File: src/sv/skvt_pkg.sv
// Shared types and request codes for the sorted key/value table.
// Used by skvt_cell and sorted_key_value_table; depends on nothing else.
`default_nettype none

package skvt_pkg;

  localparam int unsigned KeyW   = 32;
  localparam int unsigned ValW   = 32;
  localparam int unsigned ReqW   = 2;
  localparam int unsigned CountW = 5;

  // Request kinds carried on the slave tuser
  typedef enum logic [ReqW-1:0] {
    REQ_ADD    = 2'd0,
    REQ_SEARCH = 2'd1,
    REQ_REMOVE = 2'd2
  } skvt_req_e;

  // One stored entry as handed between neighbouring cells
  typedef struct packed {
    logic            valid;
    logic [KeyW-1:0] key;
    logic [ValW-1:0] value;
  } skvt_entry_t;

  // Request payload broadcast to every cell
  typedef struct packed {
    logic [KeyW-1:0] key;
    logic [ValW-1:0] value;
    logic            descending;
  } skvt_cmd_t;

  // Update strobes decided at the top level from the cells' hit flags
  typedef struct packed {
    logic do_insert;
    logic do_remove;
    logic do_update;
  } skvt_op_t;

endpackage : skvt_pkg

`default_nettype wire

File: src/sv/skvt_cell.sv
// One slot of the sorted table: holds an entry, compares it with the request
// and shifts to or from its neighbours. Depends on skvt_pkg.
`default_nettype none

module skvt_cell (
  input  logic               clk_i,
  input  logic               rst_ni,
  input  skvt_pkg::skvt_cmd_t   cmd_i,
  input  skvt_pkg::skvt_op_t    op_i,
  input  skvt_pkg::skvt_entry_t prev_i,   // entry of the cell below
  input  skvt_pkg::skvt_entry_t next_i,   // entry of the cell above
  input  logic               ins_i,       // insertion point lies below
  input  logic               rm_i,        // removed entry lies below
  output logic               ins_o,
  output logic               rm_o,
  output logic               hit_o,
  output logic [skvt_pkg::ValW-1:0] hit_value_o,
  output skvt_pkg::skvt_entry_t entry_o
);
  import skvt_pkg::*;

  logic            valid_q, valid_d;
  logic [KeyW-1:0] key_q, key_d;
  logic [ValW-1:0] value_q, value_d;
  logic            precedes;
  logic            slot_end;
  logic            place;

  // Local compare against the request key
  always_comb begin
    hit_o    = valid_q && (key_q == cmd_i.key);
    precedes = valid_q && (cmd_i.descending ? ($signed(key_q) < $signed(cmd_i.key))
                                            : ($signed(cmd_i.key) < $signed(key_q)));
    slot_end = !valid_q && prev_i.valid;
    ins_o    = ins_i || precedes || slot_end;
    place    = ins_o && !ins_i;
    rm_o     = rm_i || hit_o;
    hit_value_o = hit_o ? value_q : '0;
  end

  // Next contents: shift up or take the request entry on insert, shift down on remove, new value on update
  always_comb begin
    valid_d = valid_q;
    key_d   = key_q;
    value_d = value_q;
    if (op_i.do_insert) begin
      if (ins_i) begin
        valid_d = prev_i.valid;
        key_d   = prev_i.key;
        value_d = prev_i.value;
      end else if (place) begin
        valid_d = 1'b1;
        key_d   = cmd_i.key;
        value_d = cmd_i.value;
      end
    end
    if (op_i.do_remove && rm_o) begin
      valid_d = next_i.valid;
      key_d   = next_i.key;
      value_d = next_i.value;
    end
    if (op_i.do_update && hit_o) begin
      value_d = cmd_i.value;
    end
  end

  always_ff @(posedge clk_i or negedge rst_ni) begin
    if (!rst_ni) begin
      valid_q <= 1'b0;
    end else begin
      valid_q <= valid_d;
    end
  end

  // Payload, no reset
  always_ff @(posedge clk_i) begin
    key_q   <= key_d;
    value_q <= value_d;
  end

  assign entry_o = '{valid: valid_q, key: key_q, value: value_q};

endmodule : skvt_cell

`default_nettype wire

File: src/sv/sorted_key_value_table.sv
// Top level of the sorted key/value table: stream ports, request sequencing
// and the row of skvt_cell slots. Depends on skvt_pkg and skvt_cell.
`default_nettype none

// Holds up to DEPTH key/value pairs in a row of cells kept ordered by key,
// ascending or descending as set by cfg_wdata_i. The request is registered on
// acceptance; then in the next cycle every cell compares its key with the
// request at once, and at the end of that cycle the row is shifted up (insert)
// or down (remove) or the matching value is updated (add of a stored key). No
// new request is accepted while one is in flight. s_axis_tready_o is high
// while no request is in flight and the result register is empty or being
// taken. Every request gives one result. An add of a new key to a full table
// leaves the table unchanged and returns status 1. Changing the order while
// entries are stored does not re-sort them; it only steers later inserts.
module sorted_key_value_table #(
  parameter int unsigned DEPTH = 16
) (
  input  logic        clk_i,
  input  logic        rst_ni,
  // configuration
  input  logic        cfg_we_i,
  input  logic        cfg_wdata_i,       // order_descending
  // request stream
  input  logic        s_axis_tvalid_i,
  output logic        s_axis_tready_o,
  input  logic [63:0] s_axis_tdata_i,    // [31:0] key, [63:32] new_value
  input  logic [1:0]  s_axis_tuser_i,    // [1:0] req_type
  // result stream
  output logic        m_axis_tvalid_o,
  input  logic        m_axis_tready_i,
  output logic [39:0] m_axis_tdata_o,    // [31:0] result_value, [36:32] entry_count
  output logic [1:0]  m_axis_tuser_o     // [0] found, [1] status
);
  import skvt_pkg::*;

  localparam int unsigned CntW = $clog2(DEPTH + 1);

  localparam logic ST_IDLE = 1'b0;
  localparam logic ST_EXEC = 1'b1;

  logic            state_q, state_d;
  logic            order_q;
  logic [ReqW-1:0] req_q;
  logic [KeyW-1:0] key_q;
  logic [ValW-1:0] val_q;
  logic [CntW-1:0] count_q, count_d;
  logic            out_valid_q;
  logic [ValW-1:0] out_value_q;
  logic            out_found_q;
  logic            out_status_q;
  logic [CountW-1:0] out_count_q;

  logic            in_fire;
  logic            exec;
  skvt_cmd_t       cmd;
  skvt_op_t        op;
  skvt_entry_t     entry [DEPTH];
  logic [DEPTH:0]  ins_chain;
  logic [DEPTH:0]  rm_chain;
  logic [DEPTH-1:0] hit_vec;
  logic [DEPTH-1:0] valid_vec;
  logic [ValW-1:0] hit_value [DEPTH];
  logic [ValW-1:0] hit_value_or;
  logic            any_hit;
  logic            full;
  logic            is_add, is_search, is_remove;
  logic            found;
  logic            status;
  logic [CntW+CountW-1:0] count_ext;

  // Handshake and sequencing
  assign exec            = (state_q == ST_EXEC);
  assign s_axis_tready_o = (state_q == ST_IDLE) && (!out_valid_q || m_axis_tready_i);
  assign in_fire         = s_axis_tvalid_i && s_axis_tready_o;

  always_comb begin
    state_d = state_q;
    unique case (state_q)
      ST_IDLE: if (in_fire) state_d = ST_EXEC;
      ST_EXEC: state_d = ST_IDLE;
      default: state_d = ST_IDLE;
    endcase
  end

  // Broadcast request
  assign cmd = '{key: key_q, value: val_q, descending: order_q};

  // Cell row
  assign ins_chain[0] = 1'b0;
  assign rm_chain[0]  = 1'b0;

  for (genvar g = 0; g < DEPTH; g++) begin : g_cell
    skvt_entry_t prev_e, next_e;
    if (g == 0) begin : g_first
      assign prev_e = '{valid: 1'b1, key: '0, value: '0};
    end else begin : g_mid
      assign prev_e = entry[g-1];
    end
    if (g == DEPTH - 1) begin : g_last
      assign next_e = '0;
    end else begin : g_inner
      assign next_e = entry[g+1];
    end

    skvt_cell u_cell (
      .clk_i       (clk_i),
      .rst_ni      (rst_ni),
      .cmd_i       (cmd),
      .op_i        (op),
      .prev_i      (prev_e),
      .next_i      (next_e),
      .ins_i       (ins_chain[g]),
      .rm_i        (rm_chain[g]),
      .ins_o       (ins_chain[g+1]),
      .rm_o        (rm_chain[g+1]),
      .hit_o       (hit_vec[g]),
      .hit_value_o (hit_value[g]),
      .entry_o     (entry[g])
    );

    assign valid_vec[g] = entry[g].valid;
  end

  // Gather the matching value
  always_comb begin
    hit_value_or = '0;
    for (int i = 0; i < DEPTH; i++) begin
      hit_value_or = hit_value_or | hit_value[i];
    end
  end

  // Decide the operation
  assign any_hit   = |hit_vec;
  assign full      = valid_vec[DEPTH-1];
  assign is_add    = (req_q == REQ_ADD);
  assign is_search = (req_q == REQ_SEARCH);
  assign is_remove = (req_q == REQ_REMOVE);

  always_comb begin
    op.do_update = exec && is_add && any_hit;
    op.do_insert = exec && is_add && !any_hit && !full;
    op.do_remove = exec && is_remove && any_hit;
    found        = any_hit && (is_add || is_search || is_remove);
    status       = is_add && !any_hit && full;
    count_d      = count_q;
    if (op.do_insert) count_d = count_q + CntW'(1);
    else if (op.do_remove) count_d = count_q - CntW'(1);
    count_ext    = {{CountW{1'b0}}, count_d};
  end

  // Control registers
  always_ff @(posedge clk_i or negedge rst_ni) begin
    if (!rst_ni) begin
      state_q     <= ST_IDLE;
      order_q     <= 1'b0;
      count_q     <= '0;
      out_valid_q <= 1'b0;
    end else begin
      state_q <= state_d;
      count_q <= count_d;
      if (cfg_we_i) order_q <= cfg_wdata_i;
      if (exec) out_valid_q <= 1'b1;
      else if (m_axis_tready_i) out_valid_q <= 1'b0;
    end
  end

  // Request and result payload
  always_ff @(posedge clk_i) begin
    if (in_fire) begin
      req_q <= s_axis_tuser_i;
      key_q <= s_axis_tdata_i[31:0];
      val_q <= s_axis_tdata_i[63:32];
    end
    if (exec) begin
      out_value_q  <= found ? hit_value_or : '0;
      out_found_q  <= found;
      out_status_q <= status;
      out_count_q  <= count_ext[CountW-1:0];
    end
  end

  assign m_axis_tvalid_o = out_valid_q;
  assign m_axis_tdata_o  = {3'b000, out_count_q, out_value_q};
  assign m_axis_tuser_o  = {out_status_q, out_found_q};

  // Checks
  a_one_hit: assert property (@(posedge clk_i) disable iff (!rst_ni)
    $onehot0(hit_vec))
    else $error("key stored in more than one cell");

  a_count: assert property (@(posedge clk_i) disable iff (!rst_ni)
    count_q == CntW'($countones(valid_vec)))
    else $error("entry count disagrees with valid cells");

  a_packed: assert property (@(posedge clk_i) disable iff (!rst_ni)
    $onehot0(valid_vec + DEPTH'(1)))
    else $error("valid cells not packed from the bottom");

  a_result: assert property (@(posedge clk_i) disable iff (!rst_ni)
    in_fire |=> ##1 out_valid_q)
    else $error("accepted transaction gave no result");

endmodule : sorted_key_value_table

`default_nettype wire

File: config.mk
export PLATFORM = sky130hd
export DESIGN_NAME = sorted_key_value_table
export DESIGN_NICKNAME = d
export VERILOG_FILES = /design/src/sv/skvt_pkg.sv /design/src/sv/skvt_cell.sv /design/src/sv/sorted_key_value_table.sv
export SDC_FILE = /design/constraint.sdc
export NUM_CORES = 2
export LEC_CHECK = 0
export BUFFER_PORTS_ARGS = -buffer_cell sky130_fd_sc_hd__buf_2
export CORE_MARGIN = 3
export CORE_UTILIZATION = 30
export DETAILED_ROUTE_END_ITERATION = 8
export PLACE_DENSITY = 0.4
export RECOVER_POWER = 100
export SLEW_MARGIN = 20
export SYNTH_ARGS = -nofsm -noshare
export SYNTH_HDL_FRONTEND = slang
export SYNTH_SLANG_ARGS = --single-unit
File: constraint.sdc
create_clock -name clk_i -period 8.2 [get_ports clk_i]
set_clock_uncertainty 0.1 [all_clocks]
set_input_delay 0.41 -clock clk_i [delete_from_list [all_inputs] [get_ports clk_i]]
set_output_delay 0.41 -clock clk_i [all_outputs]
set_load 0.05 [all_outputs]
==> metrics.yaml <==
final_area_um2: 79900
path_cells: "inv_1 > ha_1 > nand4_1 > nand4b_1 > nor4_1 > a2111o_1 > nor3_4 > nand3_1 > or3_1 > or3_1 > o21ai_0 > nand2b_1 > clkbuf_2"
cts_buffer_depth: 3
synth_seq_area_share: 0.488
p_leak_nw: 29.7
dr.pass1.iters: 9
synth_area_leaders: "edfxtp_1 (47%), ha_1 (9.2%), mux2i_1 (4.8%)"
slowest_stage: "nand2b_1"
synth_edf_count: 1097
wl_per_cell_um: 32.7
setup_viol: 0
hold_violations: 0
path_clk_slew_ps: 60
final_layout_size_suffix_gt1_frac: 0.0918
cp_max_fo: 15
status: "finished, violations left"
worst_slack_ps: 519
r2r-end: "g_cell[5].u_cell.value_q[0]$_DFFE_PP_"
die_h_um: 489
worst_pin_slew_ps: 3260
yosysWarnings: 0
relSlewSlack: -1.17
synth_top_cell_by_area: "edfxtp_1"
grt_max_degree: 76
final_cell_mix: "edfxtp_1 (1097), nand2_1 (654), nor2_1 (654)"
cpPeakStageDelay_ps: 690
violations: "design-rule violations, max-capacitance violations, max-slew violations"
mostFrequentLayoutCell: "edfxtp_1"
clock.fmax_mhz: 130
ctsResizeCount: 0
clk_latency_ps: 820
cts_tree: "done"
async_reset_ff_frac: 0.0208
grt_setup_unrepaired: "no"
crit_path_end: "g_cell[5].u_cell.value_q[0]$_DFFE_PP_"
grt_pass1_vias: 60000
critPathLaunch: "key_q[2]$_DFFE_PP_"
port_buffers: 112
numCtsBuffers: 150
drt_iter0_drc: 6958
rows: 176
worstSetupPathType: "flop to flop"
worstPathRequired_ps: 8530
area_growth_pct: 14.1
die_area_um2: 239000
wirelength_um: 329000
slew_viol_final: 388
place_area_um2: 74900
avgViaCountPerCell: 6.00
power.total_mw: 17.0
end_kind: "flop"
num-nets-final: 7507
grt-ovfl-total: 0
rrSetupSlack_ps: 520
yosysTopAreaCellShare: 0.471
fin_setup_tns_ps: 0
clock-sinks: 1153
grt_pass1_wl_um: 459000
syn_inst: 6868
hold_class: "input pin to flop"
die-width_um: 489
r2r_start: "key_q[2]$_DFFE_PP_"
synth_cell_types: 94
htree_levels: 4
num_vias: 60400
ys_ff_latch: 1153
arrival_ps: 8010
start_util: 0.303
drcViolationCount: 10
cp_common_cell: "or3_1"
pre_cts_slack_ps: 1090
synth_area_um2: 70000
grt_usage: 0.267
routabilityCongestion: 0.887
final_util: 0.346
start_kind: "flop"
drtAntennaViolNets: 0
synth_area_per_cell_um2: 10.2
min_period_ps: 7680
ff2ff_path_depth: 13
ir_worst_vdd_uv: 154
synthFlopType: "edfxtp_1"
pin_count: 116
core-area_um2: 231000
antenna_found_initial: 9
root_buffer: "clkbuf_16"
power_density_nw_per_um2: 212
cap_violations: 11
fin_crit_sh: 0.937
hpwl_um: 211000
## state kept, by name, summed over array words and instances, names as in the netlist
signal	cells
g_cell.u_cell.key_q	512
g_cell.u_cell.value_q	512
key_q	32
out_value_q	32
val_q	32
g_cell.u_cell.valid_q	16
count_q	5
out_count_q	5
req_q	2
exec	1
m_axis_tvalid_o	1
order_q	1
out_found_q	1
out_status_q	1
## timing repair
| action | 4_1_cts | 5_1_grt |
|---|---|---|
| endpoints found under the hold margin | 93 | 0 |
| hold buffers | 72 | 0 |
| setup buffers | 0 | 0 |
## worst max-delay path, delay by kind of cell (launching register included)
kind | cells | cell delay [ps]
flops | 1 | 620
fa+ha+maj | 1 | 380
simple gates | 8 | 3900
compound gates | 2 | 940
buf+inv | 2 | 1280
## power breakdown
part           total (mW)  switching (mW)  internal, mW  leakage, nW
Clock                6.46            2.82          3.64         2.24
Combinational        3.10            2.06          1.04         16.9
Sequential           7.40           0.434          6.97         10.6
Total                17.0            5.31          11.6         29.7
## cell type report
type | count | area (µm²)
diodes | 2 | 5.00
fillers | 23400 | 151000
repair buffers | 433 | 3020
well taps | 3026 | 3790
multi-input cells | 4999 | 33600
clock buffers | 192 | 4060
flip-flops and latches | 1153 | 34200
inverters | 184 | 691
clock inverters | 76 | 544
## worst min path at each step
| stage | cells after the start | start | end | slack (ps) |
|---|---|---|---|---|
| finish | 2 | s_axis_tdata_i[56] | val_q[24]$_DFFE_PP_ | 200 |
| global route | 2 | s_axis_tdata_i[61] | val_q[29]$_DFFE_PP_ | 180 |
| CTS | 2 | rst_ni | count_q[0]$_DFF_PN0_ | 80 |
| detailed placement | 1 | count_q[4]$_DFF_PN0_ | count_q[4]$_DFF_PN0_ | 350 |
| global placement | 1 | count_q[4]$_DFF_PN0_ | count_q[4]$_DFF_PN0_ | 360 |
| floorplan | 0 | rst_ni | count_q[0]$_DFF_PN0_ | 10 |
## cells by family after synthesis
family,after synthesis,synth area share
buffers and inverters,718,0.0405
DFF,1153,0.488
xor gates and xnor gates,7,0.000876
adders and majority gates,514,0.0919
and+or+nand+nor,1866,0.119
AOI/OAI and AO/OA,2238,0.206
muxes,371,0.0537
other,1,0.0000536
## cells in the mapped netlist, drive strengths merged (23+ instances only)
master	number
edfxtp	1097
nand2	671
nor2	670
a21oi	636
o21ai	516
ha	514
clkbuf	433
mux2i	336
o22ai	228
a22oi	188
inv	184
nand4	141
nand3	137
a2bb2oi	128
buf	101
a21o	69
o22a	67
a222oi	62
and3	49
o21a	43
a221o	38
a22o	38
nor3	36
mux2	35
o2bb2ai	33
dfxtp	32
nor4	31
o32ai	31
and4	25
dfrtp	24
a211oi	23
## stage by stage
stage / hold WS, ps / instances
global route: 181 / 10100
floorplan: 14.4 / 6870
CTS: 75.2 / 10100
detailed placement: 348 / 9723
global placement: 356 / 9723
finish: 202 / 10100
## per-layer routing
metal | share of wire | GRT usage
met1 | 0.41 | 0.344
met2 | 0.46 | 0.442
met3 | 0.081 | 0.0510
met4 | 0.046 | 0.104
met5 | 0.00012 | 0
(Power assumes the default switching activity.)
